### src/hdl/rbbr_pkg.sv
// Shared types and constants for the region bounding-box remapper.
// Holds the input and result item structs and the fixed field widths.
// No dependencies; the front end, back end and top level import this package.
package rbbr_pkg;

	// Fixed field widths
	localparam int IDX_W      = 24;
	localparam int PIX_W      = 25;
	localparam int LEN_W      = 13;
	localparam int OUT_XY_W   = 12;
	localparam int ORDER_W    = 6;
	localparam int DIV_STEPS  = 24;
	localparam int STEP_W     = 5;

	// Column length limits and reset value
	localparam logic [LEN_W-1:0] LEN_MAX   = 13'd4096;
	localparam logic [LEN_W-1:0] LEN_RESET = 13'd512;

	// One input item: a 1-based column-major pixel index and the end-of-region mark
	typedef struct packed {
		logic [PIX_W-1:0] pixel_index;
		logic             last_pixel;
	} in_item_t;

	// One result item
	typedef struct packed {
		logic [ORDER_W-1:0]  item_order;
		logic [IDX_W-1:0]    local_index;
		logic [OUT_XY_W-1:0] box_row_start;
		logic [OUT_XY_W-1:0] box_col_start;
		logic [LEN_W-1:0]    box_width;
		logic                overflow;
		logic                last_result;
	} out_item_t;

endpackage

### src/hdl/rbbr_front.sv
// Front end of the remapper: accepts pixel items and splits each index into
// row and column with a radix-2 restoring divider, one quotient bit a cycle.
// Depends on rbbr_pkg.
module rbbr_front
	import rbbr_pkg::*;
#(
	parameter int COORD_BITS = 12
) (
	input  logic                    clk,
	input  logic                    arst_n,
	input  in_item_t                pixel,
	input  logic                    push,
	output logic                    full,
	input  logic [LEN_W-1:0]        eff_len,
	output logic                    ent_valid,
	input  logic                    ent_ready,
	output logic [2*COORD_BITS:0]   ent_data
);

	logic                busy_q;
	logic                done_q;
	logic [STEP_W-1:0]   step_q;
	logic [LEN_W-1:0]    rem_q;
	logic [IDX_W-1:0]    dq_q;
	logic                last_q;

	logic                accept;
	logic [PIX_W-1:0]    idx_dec;
	logic [IDX_W-1:0]    p_zb;
	logic [LEN_W:0]      trial;
	logic [LEN_W:0]      diff;
	logic                ge;
	logic [LEN_W-1:0]    rem_nx;
	logic [COORD_BITS+LEN_W-1:0] rem_ext;
	logic [COORD_BITS+IDX_W-1:0] quo_ext;
	logic [COORD_BITS-1:0] row_sat;
	logic [COORD_BITS-1:0] col_sat;

	assign full   = busy_q;
	assign accept = push && !busy_q;

	// Convert to a 0-based index, treating zero as one and saturating above the range
	always_comb begin
		idx_dec = pixel.pixel_index - PIX_W'(1);
		if (pixel.pixel_index == '0) begin
			p_zb = '0;
		end else if (idx_dec[PIX_W-1]) begin
			p_zb = '1;
		end else begin
			p_zb = idx_dec[IDX_W-1:0];
		end
	end

	// One restoring division step: bring down the next dividend bit and trial-subtract
	always_comb begin
		trial  = {rem_q, dq_q[IDX_W-1]};
		diff   = trial - {1'b0, eff_len};
		ge     = (trial >= {1'b0, eff_len});
		rem_nx = ge ? diff[LEN_W-1:0] : trial[LEN_W-1:0];
	end

	// Divider sequencer; the quotient shifts into the dividend register from below
	always_ff @(posedge clk or negedge arst_n) begin
		if (!arst_n) begin
			busy_q <= 1'b0;
			done_q <= 1'b0;
			step_q <= '0;
		end else if (accept) begin
			busy_q <= 1'b1;
			done_q <= 1'b0;
			step_q <= '0;
		end else if (busy_q && !done_q) begin
			if (step_q == STEP_W'(DIV_STEPS - 1)) begin
				done_q <= 1'b1;
			end else begin
				step_q <= step_q + STEP_W'(1);
			end
		end else if (done_q && ent_ready) begin
			busy_q <= 1'b0;
			done_q <= 1'b0;
		end
	end

	// Divider datapath
	always_ff @(posedge clk) begin
		if (accept) begin
			rem_q  <= '0;
			dq_q   <= p_zb;
			last_q <= pixel.last_pixel;
		end else if (busy_q && !done_q) begin
			rem_q <= rem_nx;
			dq_q  <= {dq_q[IDX_W-2:0], ge};
		end
	end

	// Saturate row and column to the coordinate range
	always_comb begin
		rem_ext = {{COORD_BITS{1'b0}}, rem_q};
		quo_ext = {{COORD_BITS{1'b0}}, dq_q};
		row_sat = (rem_ext[COORD_BITS+LEN_W-1:COORD_BITS] != '0) ? '1
			: rem_ext[COORD_BITS-1:0];
		col_sat = (quo_ext[COORD_BITS+IDX_W-1:COORD_BITS] != '0) ? '1
			: quo_ext[COORD_BITS-1:0];
	end

	assign ent_valid = done_q;
	assign ent_data  = {last_q, row_sat, col_sat};

endmodule

### src/hdl/rbbr_fifo.sv
// Two-entry queue that decouples the divider front end from the box back end.
// Self-contained; no package needed.
module rbbr_fifo #(
	parameter int WIDTH = 25
) (
	input  logic             clk,
	input  logic             arst_n,
	input  logic             wr_en,
	input  logic [WIDTH-1:0] wr_data,
	output logic             q_full,
	input  logic             rd_en,
	output logic [WIDTH-1:0] rd_data,
	output logic             q_empty
);

	logic [WIDTH-1:0] ent_q [2];
	logic             wptr_q;
	logic             rptr_q;
	logic [1:0]       cnt_q;
	logic             do_wr;
	logic             do_rd;

	assign q_full  = (cnt_q == 2'd2);
	assign q_empty = (cnt_q == 2'd0);
	assign do_wr   = wr_en && !q_full;
	assign do_rd   = rd_en && !q_empty;
	assign rd_data = ent_q[rptr_q];

	// Pointers and fill level
	always_ff @(posedge clk or negedge arst_n) begin
		if (!arst_n) begin
			wptr_q <= 1'b0;
			rptr_q <= 1'b0;
			cnt_q  <= 2'd0;
		end else begin
			if (do_wr) begin
				wptr_q <= ~wptr_q;
			end
			if (do_rd) begin
				rptr_q <= ~rptr_q;
			end
			if (do_wr && !do_rd) begin
				cnt_q <= cnt_q + 2'd1;
			end else if (do_rd && !do_wr) begin
				cnt_q <= cnt_q - 2'd1;
			end
		end
	end

	// Entry storage
	always_ff @(posedge clk) begin
		if (do_wr) begin
			ent_q[wptr_q] <= wr_data;
		end
	end

endmodule

### src/hdl/rbbr_back.sv
// Back end of the remapper: keeps pixel coordinates and the running box, and on
// the last pixel widens the box and plays out every kept item with its local index.
// Depends on rbbr_pkg.
module rbbr_back
	import rbbr_pkg::*;
#(
	parameter int MAX_PIXELS = 64,
	parameter int COORD_BITS = 12
) (
	input  logic                  clk,
	input  logic                  arst_n,
	input  logic [OUT_XY_W-1:0]   len_m1,
	input  logic                  q_empty,
	input  logic [2*COORD_BITS:0] q_data,
	output logic                  q_pop,
	output out_item_t             result,
	output logic                  empty,
	input  logic                  pop
);

	localparam int CB = COORD_BITS;
	localparam int AW = (MAX_PIXELS > 1) ? $clog2(MAX_PIXELS) : 1;
	localparam int CW = $clog2(MAX_PIXELS + 1);
	localparam int BW = (CB + 1 > LEN_W) ? CB + 1 : LEN_W;
	localparam int PW = BW + CB;
	localparam int SW = (PW + 1 > IDX_W) ? PW + 1 : IDX_W;

	localparam logic [2:0] ST_COLLECT = 3'd0;
	localparam logic [2:0] ST_BOX     = 3'd1;
	localparam logic [2:0] ST_READ    = 3'd2;
	localparam logic [2:0] ST_CALC    = 3'd3;
	localparam logic [2:0] ST_LOAD    = 3'd4;

	logic [2:0]      state_q;
	logic [CW-1:0]   count_q;
	logic [AW-1:0]   k_q;
	logic [CB-1:0]   rmin_q;
	logic [CB-1:0]   rmax_q;
	logic [CB-1:0]   cmin_q;
	logic [CB-1:0]   cmax_q;
	logic            ovf_q;
	logic [BW-1:0]   rs_q;
	logic [BW-1:0]   cs_q;
	logic [BW-1:0]   width_q;
	logic            out_valid_q;
	out_item_t       out_q;

	logic [2*CB-1:0] mem_q [MAX_PIXELS];
	logic [2*CB-1:0] rd_s1;
	logic [BW-1:0]   lr_s2;
	logic [PW-1:0]   prod_s2;

	logic            q_last;
	logic [CB-1:0]   q_row;
	logic [CB-1:0]   q_col;
	logic            room;
	logic [BW-1:0]   rs_c;
	logic [BW-1:0]   cs_c;
	logic [BW-1:0]   rmax_p1;
	logic [BW-1:0]   lm1_x;
	logic [BW-1:0]   re_a;
	logic [BW-1:0]   re_c;
	logic [BW-1:0]   width_c;
	logic [BW-1:0]   rd_row;
	logic [BW-1:0]   rd_col;
	logic [BW-1:0]   lr_c;
	logic [BW-1:0]   lc_c;
	logic [SW-1:0]   sum_c;
	logic [AW+ORDER_W-1:0] k_ext;
	logic            is_last;
	logic            load;

	// Queue entry fields
	assign q_last = q_data[2*CB];
	assign q_row  = q_data[2*CB-1:CB];
	assign q_col  = q_data[CB-1:0];
	assign q_pop  = (state_q == ST_COLLECT) && !q_empty;
	assign room   = (count_q != CW'(MAX_PIXELS));

	// Widened box: clamp the top and left edges at zero, the bottom edge at the image
	always_comb begin
		rs_c    = (rmin_q == '0) ? '0 : BW'(rmin_q) - BW'(1);
		cs_c    = (cmin_q == '0) ? '0 : BW'(cmin_q) - BW'(1);
		rmax_p1 = BW'(rmax_q) + BW'(1);
		lm1_x   = BW'(len_m1);
		re_a    = (rmax_p1 > lm1_x) ? lm1_x : rmax_p1;
		re_c    = (re_a < rs_c) ? rs_c : re_a;
		width_c = re_c - rs_c + BW'(1);
	end

	// Local offsets of the item read from the store
	always_comb begin
		rd_row = BW'(rd_s1[2*CB-1:CB]);
		rd_col = BW'(rd_s1[CB-1:0]);
		lr_c   = (rd_row >= rs_q) ? rd_row - rs_q : '0;
		lc_c   = (rd_col >= cs_q) ? rd_col - cs_q : '0;
	end

	// Result assembly
	always_comb begin
		sum_c   = SW'(lr_s2) + SW'(prod_s2);
		k_ext   = {{ORDER_W{1'b0}}, k_q};
		is_last = ((CW+1)'(k_q) + (CW+1)'(1)) == (CW+1)'(count_q);
		load    = (state_q == ST_LOAD) && (!out_valid_q || pop);
	end

	// Region collection and play-out sequencer
	always_ff @(posedge clk or negedge arst_n) begin
		if (!arst_n) begin
			state_q     <= ST_COLLECT;
			count_q     <= '0;
			k_q         <= '0;
			rmin_q      <= '1;
			rmax_q      <= '0;
			cmin_q      <= '1;
			cmax_q      <= '0;
			ovf_q       <= 1'b0;
			rs_q        <= '0;
			cs_q        <= '0;
			width_q     <= '0;
			out_valid_q <= 1'b0;
		end else begin
			if (load) begin
				out_valid_q <= 1'b1;
			end else if (pop) begin
				out_valid_q <= 1'b0;
			end
			case (state_q)
				ST_COLLECT: begin
					if (q_pop) begin
						if (room) begin
							count_q <= count_q + CW'(1);
							if (q_row < rmin_q) rmin_q <= q_row;
							if (q_row > rmax_q) rmax_q <= q_row;
							if (q_col < cmin_q) cmin_q <= q_col;
							if (q_col > cmax_q) cmax_q <= q_col;
						end else begin
							ovf_q <= 1'b1;
						end
						if (q_last) begin
							state_q <= ST_BOX;
						end
					end
				end
				ST_BOX: begin
					rs_q    <= rs_c;
					cs_q    <= cs_c;
					width_q <= width_c;
					k_q     <= '0;
					state_q <= ST_READ;
				end
				ST_READ: begin
					state_q <= ST_CALC;
				end
				ST_CALC: begin
					state_q <= ST_LOAD;
				end
				ST_LOAD: begin
					if (load) begin
						if (is_last) begin
							count_q <= '0;
							rmin_q  <= '1;
							rmax_q  <= '0;
							cmin_q  <= '1;
							cmax_q  <= '0;
							ovf_q   <= 1'b0;
							state_q <= ST_COLLECT;
						end else begin
							k_q     <= k_q + AW'(1);
							state_q <= ST_READ;
						end
					end
				end
				default: begin
					state_q <= ST_COLLECT;
				end
			endcase
		end
	end

	// Coordinate store, one write and one registered read a cycle
	always_ff @(posedge clk) begin
		if (q_pop && room) begin
			mem_q[count_q[AW-1:0]] <= {q_row, q_col};
		end
		if (state_q == ST_READ) begin
			rd_s1 <= mem_q[k_q];
		end
	end

	// Local index multiply and output register
	always_ff @(posedge clk) begin
		if (state_q == ST_CALC) begin
			lr_s2   <= lr_c;
			prod_s2 <= width_q * lc_c[CB-1:0];
		end
		if (load) begin
			out_q.item_order    <= k_ext[ORDER_W-1:0];
			out_q.local_index   <= sum_c[IDX_W-1:0];
			out_q.box_row_start <= rs_q[OUT_XY_W-1:0];
			out_q.box_col_start <= cs_q[OUT_XY_W-1:0];
			out_q.box_width     <= width_q[LEN_W-1:0];
			out_q.overflow      <= ovf_q;
			out_q.last_result   <= is_last;
		end
	end

	assign result = out_q;
	assign empty  = !out_valid_q;

	// The queue is left alone while a region plays out.
	a_no_pop_in_emit: assert property (@(posedge clk) disable iff (!arst_n)
		(state_q != ST_COLLECT) |-> !q_pop)
		else $error("queue popped outside collection");

	// Handing over the final item clears the region.
	a_clear_after_last: assert property (@(posedge clk) disable iff (!arst_n)
		(load && is_last) |=> (count_q == '0 && state_q == ST_COLLECT && !ovf_q))
		else $error("region not cleared after its final item");

	// Play-out never reads past the kept items.
	a_read_in_range: assert property (@(posedge clk) disable iff (!arst_n)
		(state_q == ST_READ) |-> ((CW+1)'(k_q) < (CW+1)'(count_q)))
		else $error("store read beyond the kept items");

	// A pixel that finds the store full raises the overflow flag.
	a_overflow_set: assert property (@(posedge clk) disable iff (!arst_n)
		(q_pop && !room) |=> ovf_q)
		else $error("dropped item did not set overflow");

endmodule

### src/hdl/region_bounding_box_remap_top.sv
// Region bounding-box remapper, top level. The front end takes one input item at a time:
// after the accepting edge full stays high through the 24 divider steps and the hand-off.
// After a region's last pixel the results play out through the store read and the multiply;
// each is read from the store only once the one before is in the output register.
// Reset is asynchronous: control state clears, column_length returns to 512;
// the coordinate store is not cleared and needs no clearing pass.
module region_bounding_box_remap_top
	import rbbr_pkg::*;
#(
	parameter int MAX_PIXELS = 64,
	parameter int COORD_BITS = 12
) (
	input  logic             clk,
	input  logic             arst_n,
	input  logic             cfg_we,
	input  logic [LEN_W-1:0] cfg_wdata,
	input  logic             push,
	output logic             full,
	input  in_item_t         pixel,
	input  logic             pop,
	output logic             empty,
	output out_item_t        result
);

	logic [LEN_W-1:0]        col_len_q;
	logic [LEN_W-1:0]        eff_len;
	logic [LEN_W-1:0]        eff_len_m1;
	logic                    ent_valid;
	logic                    ent_ready;
	logic [2*COORD_BITS:0]   ent_data;
	logic                    fq_full;
	logic                    fq_empty;
	logic                    fq_pop;
	logic [2*COORD_BITS:0]   fq_data;

	// Column length register
	always_ff @(posedge clk or negedge arst_n) begin
		if (!arst_n) begin
			col_len_q <= LEN_RESET;
		end else if (cfg_we) begin
			col_len_q <= cfg_wdata;
		end
	end

	// Usable column length: zero reads as one, anything above the maximum as the maximum
	always_comb begin
		if (col_len_q == '0) begin
			eff_len = LEN_W'(1);
		end else if (col_len_q > LEN_MAX) begin
			eff_len = LEN_MAX;
		end else begin
			eff_len = col_len_q;
		end
		eff_len_m1 = eff_len - LEN_W'(1);
	end

	assign ent_ready = !fq_full;

	rbbr_front #(
		.COORD_BITS (COORD_BITS)
	) u_front (
		.clk       (clk),
		.arst_n    (arst_n),
		.pixel     (pixel),
		.push      (push),
		.full      (full),
		.eff_len   (eff_len),
		.ent_valid (ent_valid),
		.ent_ready (ent_ready),
		.ent_data  (ent_data)
	);

	rbbr_fifo #(
		.WIDTH (2*COORD_BITS + 1)
	) u_fifo (
		.clk     (clk),
		.arst_n  (arst_n),
		.wr_en   (ent_valid),
		.wr_data (ent_data),
		.q_full  (fq_full),
		.rd_en   (fq_pop),
		.rd_data (fq_data),
		.q_empty (fq_empty)
	);

	rbbr_back #(
		.MAX_PIXELS (MAX_PIXELS),
		.COORD_BITS (COORD_BITS)
	) u_back (
		.clk     (clk),
		.arst_n  (arst_n),
		.len_m1  (eff_len_m1[OUT_XY_W-1:0]),
		.q_empty (fq_empty),
		.q_data  (fq_data),
		.q_pop   (fq_pop),
		.result  (result),
		.empty   (empty),
		.pop     (pop)
	);

endmodule
### config.mk
export PLATFORM = sky130hd
export DESIGN_NAME = region_bounding_box_remap_top
export DESIGN_NICKNAME = d
export VERILOG_FILES = /design/src/hdl/rbbr_pkg.sv /design/src/hdl/rbbr_front.sv /design/src/hdl/rbbr_fifo.sv /design/src/hdl/rbbr_back.sv /design/src/hdl/region_bounding_box_remap_top.sv
export SDC_FILE = /design/constraint.sdc
export NUM_CORES = 2
export LEC_CHECK = 0
export ABC_AREA = 1
export BUFFER_PORTS_ARGS = -buffer_cell sky130_fd_sc_hd__clkbuf_2
export CAP_MARGIN = 20
export CORE_MARGIN = 4
export CORE_UTILIZATION = 39
export DETAILED_ROUTE_END_ITERATION = 6
export GPL_ROUTABILITY_DRIVEN = 0
export PLACE_DENSITY = 0.64
export REMOVE_ABC_BUFFERS = 1
export SYNTH_ARGS = -nofsm -noshare
export SYNTH_HDL_FRONTEND = slang
export SYNTH_SLANG_ARGS = --single-unit
### constraint.sdc
create_clock -name clk -period 6 [get_ports clk]
set_input_delay 1.2 -clock clk [delete_from_list [all_inputs] [get_ports clk]]
set_output_delay 1.2 -clock clk [all_outputs]
set_load 0.03 [all_outputs]
Word level (Yosys, flattened, before mapping)

Memories as Yosys holds them, arrays and structs flattened. A register that Yosys moved wholly into a read port is not among the register bits.
Index checks and enable logic that the tools add are counted.

Output and inout bits: 71
Bits in writable memories: 1586
Register bits after elaboration: 261
Bits of input ports: 44
Logic and storage cells: 188
Memories: 2

Bitwise gates (word level): 2
Eq/ne operators: 21
Reductions and logical operators: 41
Multiplexer cells: 65
Add/subtract/negate cells: 17
Magnitude comparators: 9
$mul: 1

Memories:

| name         | depth | bits a word | rd ports | clocked after Yosys merged registers in | write ports | line            | RTL |
|---|---|---|---|---|---|---|---|
| u_back.mem_q | 64    | 24          | 1        | 1                                       | 1           | rbbr_back.sv:48 | `logic [2*CB-1:0] mem_q [MAX_PIXELS];` |
| u_fifo.ent_q | 2     | 25          | 1        | 0                                       | 1           | rbbr_fifo.sv:16 | `logic [WIDTH-1:0] ent_q [2];` |

Operators by type and width:

| cell                                                | count |
|---|---|
| two-way mux 12 bit                                  | 16 |
| two-way mux 24 bit                                  | 4 |
| two-way mux 13 bit                                  | 7 |
| case mux 12 bit (2 select lines)                    | 3 |
| two-way mux 7 bit                                   | 4 |
| >= comparator 12 x 13 -> 1 bit                      | 2 |
| subtractor 12 x 1 -> 13 bit (second input constant) | 2 |
| subtractor 13 bit                                   | 2 |
| zero test 25 bit                                    | 1 |
| subtractor 25 x 1 -> 25 bit (second input constant) | 1 |
| adder 13 x 24 -> 24 bit                             | 1 |
| zero test 12 bit                                    | 2 |
| < comparator 12 bit                                 | 2 |
| multiplier 13 x 12 -> 24 bit                        | 1 |
| AND reduction 6 bit                                 | 3 |
| two-way mux 1 bit                                   | 16 |
| two-way mux 5 bit                                   | 3 |
| case mux 3 bit (5 select lines)                     | 1 |
| >= comparator 14 x 13 -> 1 bit                      | 1 |
| case mux 7 bit (2 select lines)                     | 1 |
| adder 12 x 1 -> 13 bit (second input constant)      | 1 |
| adder 13 x 1 -> 13 bit (second input constant)      | 1 |
| > comparator 13 x 12 -> 1 bit                       | 1 |
| > comparator 13 bit (second input constant)         | 1 |
| other kinds (39)                                    | 79 |

Depth between registers and ports, before layout

Word-level depth: 10
Gate-level depth with buffers: 49

Hierarchy

A second synthesis with hierarchy kept.

Cells, all modules: 7423
Area total of the unflattened synthesis: 84725.0 µm²

Modules (own cells, without submodules):

| module                        | instances | area an instance (µm²) | cells an instance | sequential area each (µm²) |
|---|---|---|---|---|
| rbbr_back                     | 1         | 77893.5                | 6548              | 52385.2 |
| rbbr_front                    | 1         | 3813.7                 | 574               | 1186.1 |
| rbbr_fifo                     | 1         | 2057.0                 | 162               | 1601.5 |
| region_bounding_box_remap_top | 1         | 960.9                  | 139               | 326.6 |

Least setup slack after synthesis

Ideal clock, no wire load.

Kind: register to register
Start point: register u_back.cs_q[2]
End point: register u_back.prod_s2[22] (data pin)
Library setup time: 262 ps
Cell stages (with the launch flop): 36
Path buffers: 2
Arrival: 5875 ps
Path slack: -137 ps
Clock period less this slack: 6137 ps
Cells stage by stage: dfrtp_1 inv_1 ha_1 nand3_1 nand3b_1 a21oi_1 inv_1 nand2_1 nand2_1 nand2_1 nand2_1 buf_2 nand2_1 inv_1 buf_2 nand2_1 fa_1 inv_1 fa_1 inv_1 fa_1 inv_1 fa_1 inv_1 fa_1 inv_1 ha_1 a21oi_1 o21ai_0 a21oi_1 o21ai_0 nand3_1 nand2_1 a21oi_1 o21bai_1 xor2_1

Cells in the longest elaborated chain, start to end: 3
Elaborated cells between the ends (all ways): 4
Those cells by class: 1 x add/sub; 1 x mul; 1 x order compare; 1 x mux

RTL lines:

| element                                                             | line             | RTL |
|---|---|---|
| from (decl)                                                         | rbbr_back.sv:43  | `logic [BW-1:0] cs_q;` |
| from (signal assigned)                                              | rbbr_back.sv:147 | `cs_q <= cs_c;` |
| subtractor 12 bit or >= comparator 12 x 13 -> 1 bit (tied branches) | rbbr_back.sv:96  | `lc_c = (rd_col >= cs_q) ? rd_col - cs_q : '0;` |
| two-way mux 12 bit (*)                                              | rbbr_back.sv:96  |  |
| multiplier 13 x 12 -> 24 bit (*)                                    | rbbr_back.sv:195 | `prod_s2 <= width_q * lc_c[CB-1:0];` |
| to (signal assigned)                                                | rbbr_back.sv:195 |  |
| to (decl)                                                           | rbbr_back.sv:51  | `logic [PW-1:0] prod_s2;` |

Every way passes the cells marked *; elsewhere a longest branch is shown, timed or not.
A chain may end at the register's enable or synchronous reset.

Worst setup path after layout

Start point: register u_back.rd_s1[2] (read register of u_back.mem_q)
End point: register u_back.prod_s2[22] (data pin)

Cells in the longest elaborated chain, start to end: 3
Elaborated cells between the ends (all ways): 4
Those cells by class: 1 x add/sub; 1 x mul; 1 x order compare; 1 x mux

RTL lines:

| element                                                             | line             | RTL |
|---|---|---|
| from (decl)                                                         | rbbr_back.sv:49  | `logic [2*CB-1:0] rd_s1;` |
| subtractor 12 bit or >= comparator 12 x 13 -> 1 bit (tied branches) | rbbr_back.sv:96  |  |
| two-way mux 12 bit (*)                                              | rbbr_back.sv:96  |  |
| multiplier 13 x 12 -> 24 bit (*)                                    | rbbr_back.sv:195 |  |

Marks and branches as above.

==> impl_results.md <==
* Detailed placement HPWL at 138 mm
* CP Launch Point: u_back.rd_s1[2]$_DFFE_PP_
* Period utilization at 1.02
* Initial antenna violation count at 15
* Ports at 115
* Reg clk slew, reported paths at 0.07 ns
* Mapped Cells at 7169
* Post-Syn Area at 84000 sq um
* Peak VDD IR at 2400 uV
* Bufs on Longest Clock Path at 3
* Routed Antenna Nets at 0
* Met1 global-route usage at 0.292
* Pleak at 35.0 nW
* Synth top area cells: edfxtp_1 62%, o21ai_0 6.5%, nor2_1 5.7%, o22ai_1 3.2%, ha_1 3.0%
* Area share of the largest cell type after synthesis at 0.622
* Die area at 223000 sq um
* DR vias at 58700
* Max cap viols at 0
* Vias per cell at 5.61
* Placed Cells incl. Taps at 10100
* CP Launch Type: register
* Post-synth cell types at 64
* Tot GR Track Use at 0.207
* Rows at 170
* I/O Buffers at 114
* Final Cell Area at 97400 sq um
* Register area share after synthesis at 0.661
* FMAX at 164 MHz
* Max-slew violations at 0
* Grt ovf at 0
* Initial Util at 0.392
* Fillers at 19100
* Final setup vio count at 7
* CTS H-tree lvls at 4
* CTS Buf Count at 185
* Largest net degree at the start of global routing at 158
* Nets at 7838
* Slew margin rel. at 0.288
* First-pass GRT wire length at 353 mm
* PD cells at 689 nW/um^2
* Arr. time, crit path at 6.67 ns
* Vias in the first global route at 56800
* Hold Crit Class: input pin to asynchronous set/reset pin
* Horiz. Die Dim at 472 um
* Reg-to-reg startpoint: u_back.rd_s1[2]$_DFFE_PP_
* Synth area leader: edfxtp_1
* Initial detailed-routing violation count at 6995
* WP data required at 6.57 ns
* WL final at 238 mm
* Worst-Margin Slew at 1.07 ns
* RSZ-0062 raised after global routing: yes
* Post-Syn Area per Cell at 11.7 sq um
* Most common cell after layout, fill and taps aside: edfxtp_1
* Worst Path Max Fanout at 5
* Final hold violation count at 0
* Met3 Resource Use GR at 0.0441
* FF+latch count, synth at 1871
* Post-route minimum period at 6.10 ns
* Post-synth EDFFs at 1741
* Routed length per instance at 22.7 um
* Most used routing layer: met2
* Crit path capture type: register
* Main flop type after synthesis: edfxtp_1
* Finished Layout Cells at 10500
* CTS tree: done
* Status: finished with violations
* Critical Path Max Stage Delay at 0.54 ns
* Pre-antenna DRT Iters at 7
* Setup CP Type: register to register
* Skew-Pair Late Insertion Delay at 0.83 ns
* Total Neg Setup Slack at -0.332 ns
* Final setup margin at -0.100 ns
* Share of cells above drive strength 1 at 0.157
* Failing checks: DRC, setup timing
* Layout Skew at 0.0355 ns
* Core footprint at 214000 sq um
* Most frequent cells in the layout: 1741 x edfxtp_1, 1203 x nor2_1, 1067 x o21ai_0
* Post-route DRC at 2
* Hold slack at 0.430 ns
* Yosys warnings at 0
* Placed Area at 89500 sq um
* Slowest CP cell: fa_1
* Synth-to-Final Area Change at 16.0%
* Async SR Flop Fraction at 0.0625
* Die height at 472 um
* GRT met2 Usage at 0.317
* Place WS at -0.416 ns
* Root Driver: clkbuf_16
* Clock sink count at 1871
through the flow:
stage	util	total power, W
2_1_floorplan	-	0.0371
3_3_place_gp	0.417	0.0486
3_5_place_dp	0.417	0.0492
4_1_cts	0.450	0.0640
5_1_grt	0.454	0.0720
6_report	0.454	0.0672
where the power goes:
group | switching [W] | internal, W
clock | 0.00498 | 0.00656
combinational | 0.0214 | 0.0157
sequential | 0.000727 | 0.0178
total | 0.0271 | 0.0400
path summary, 6_finish.rpt:
| kind | to | cells after the start | slack [ns] |
|---|---|---|---|
| min in group clk | u_back.result[36]$_DFFE_PP_ | 0 | 0.48 |
| max reg2reg | u_back.prod_s2[22]$_DFFE_PP_ | 32 | -0.10 |
| max | u_back.prod_s2[22]$_DFFE_PP_ | 32 | -0.10 |
| max in group asynchronous | u_back.k_q[3]$_DFFE_PN0P_ | 2 | 4.50 |
| min reg2reg | u_back.result[36]$_DFFE_PP_ | 0 | 0.48 |
| min | u_back.width_q[7]$_DFFE_PN0P_ | 1 | 0.43 |
flip-flops by register name, summed over array words and instances (netlist names), 5 cells and up:
register	cells
u_back.mem_q	1536
u_back.result	69
u_front.dq_q	24
u_back.lr_s2	13
u_back.cs_q	13
u_back.rmax_q	12
u_back.cmin_q	12
u_back.rs_q	13
u_back.k_q	6
u_back.prod_s2	24
u_back.count_q	7
u_front.rem_q	13
col_len_q	13
u_front.step_q	5
u_fifo.ent_q	50
u_back.rmin_q	12
u_back.width_q	13
u_back.rd_s1	24
critical path, delay by kind of cell, from the launching register on:
kind	cells	cell delay (ns)
fa+ha+maj	7	3.04
buf+inv	11	0.95
compound gates	6	0.65
simple gates	6	0.47
flops	1	0.42
xor+xnor	2	0.29
synthesized netlist by cell type, drive strengths merged (8+ instances only):
cell    count
nor2     1287
xnor2      37
inv       461
buf       163
ha        202
xor2       87
o32ai      16
nand4      24
o221ai     49
nor3       39
edfxtp   1741
o31ai      12
a31oi      12
fa        114
dfrtp      92
o21bai     11
dfstp      25
o211ai     27
a21oi     118
or2         9
nand2     640
clkbuf    240
o21ai    1171
o22ai     431
nand3     101
o311ai      8
dfxtp      13
final cells by class:
class	count	area (sq um)	area share
clock buffer	242	4950	0.0508
timing repair buffer	524	4070	0.0418
antenna	3	7.51	0.0000770
multi-input combinational	4432	26500	0.272
sequential	1871	55500	0.570
clock inverter	99	1040	0.0106
tap	2838	3550	0.0364
inverter	464	1780	0.0182
timing repair:
item                       CTS  global route
cloned                       4             1
pin swaps                   60           117
gates resized for setup    130           183
setup endpoints to repair   16            21
hold buffers                 0             0
setup buffers               38            28
routing by layer:
metal,vias to the layer above,routed length [um]
met5,-,13
met4,2,8300
met3,440,24400
met2,2871,107000
met1,29200,98600
li1,26300,-
logic make-up after synthesis:
group / share of synthesized area
adders and majority gates: 0.0573
buffers and inverters: 0.0424
other: 0.0000446
AOI/OAI and AO/OA: 0.126
xor gates and xnor gates: 0.0129
and+or+nand+nor: 0.100
DFF: 0.661
muxes: 0.000268
Power figures use the tool's default switching activity.
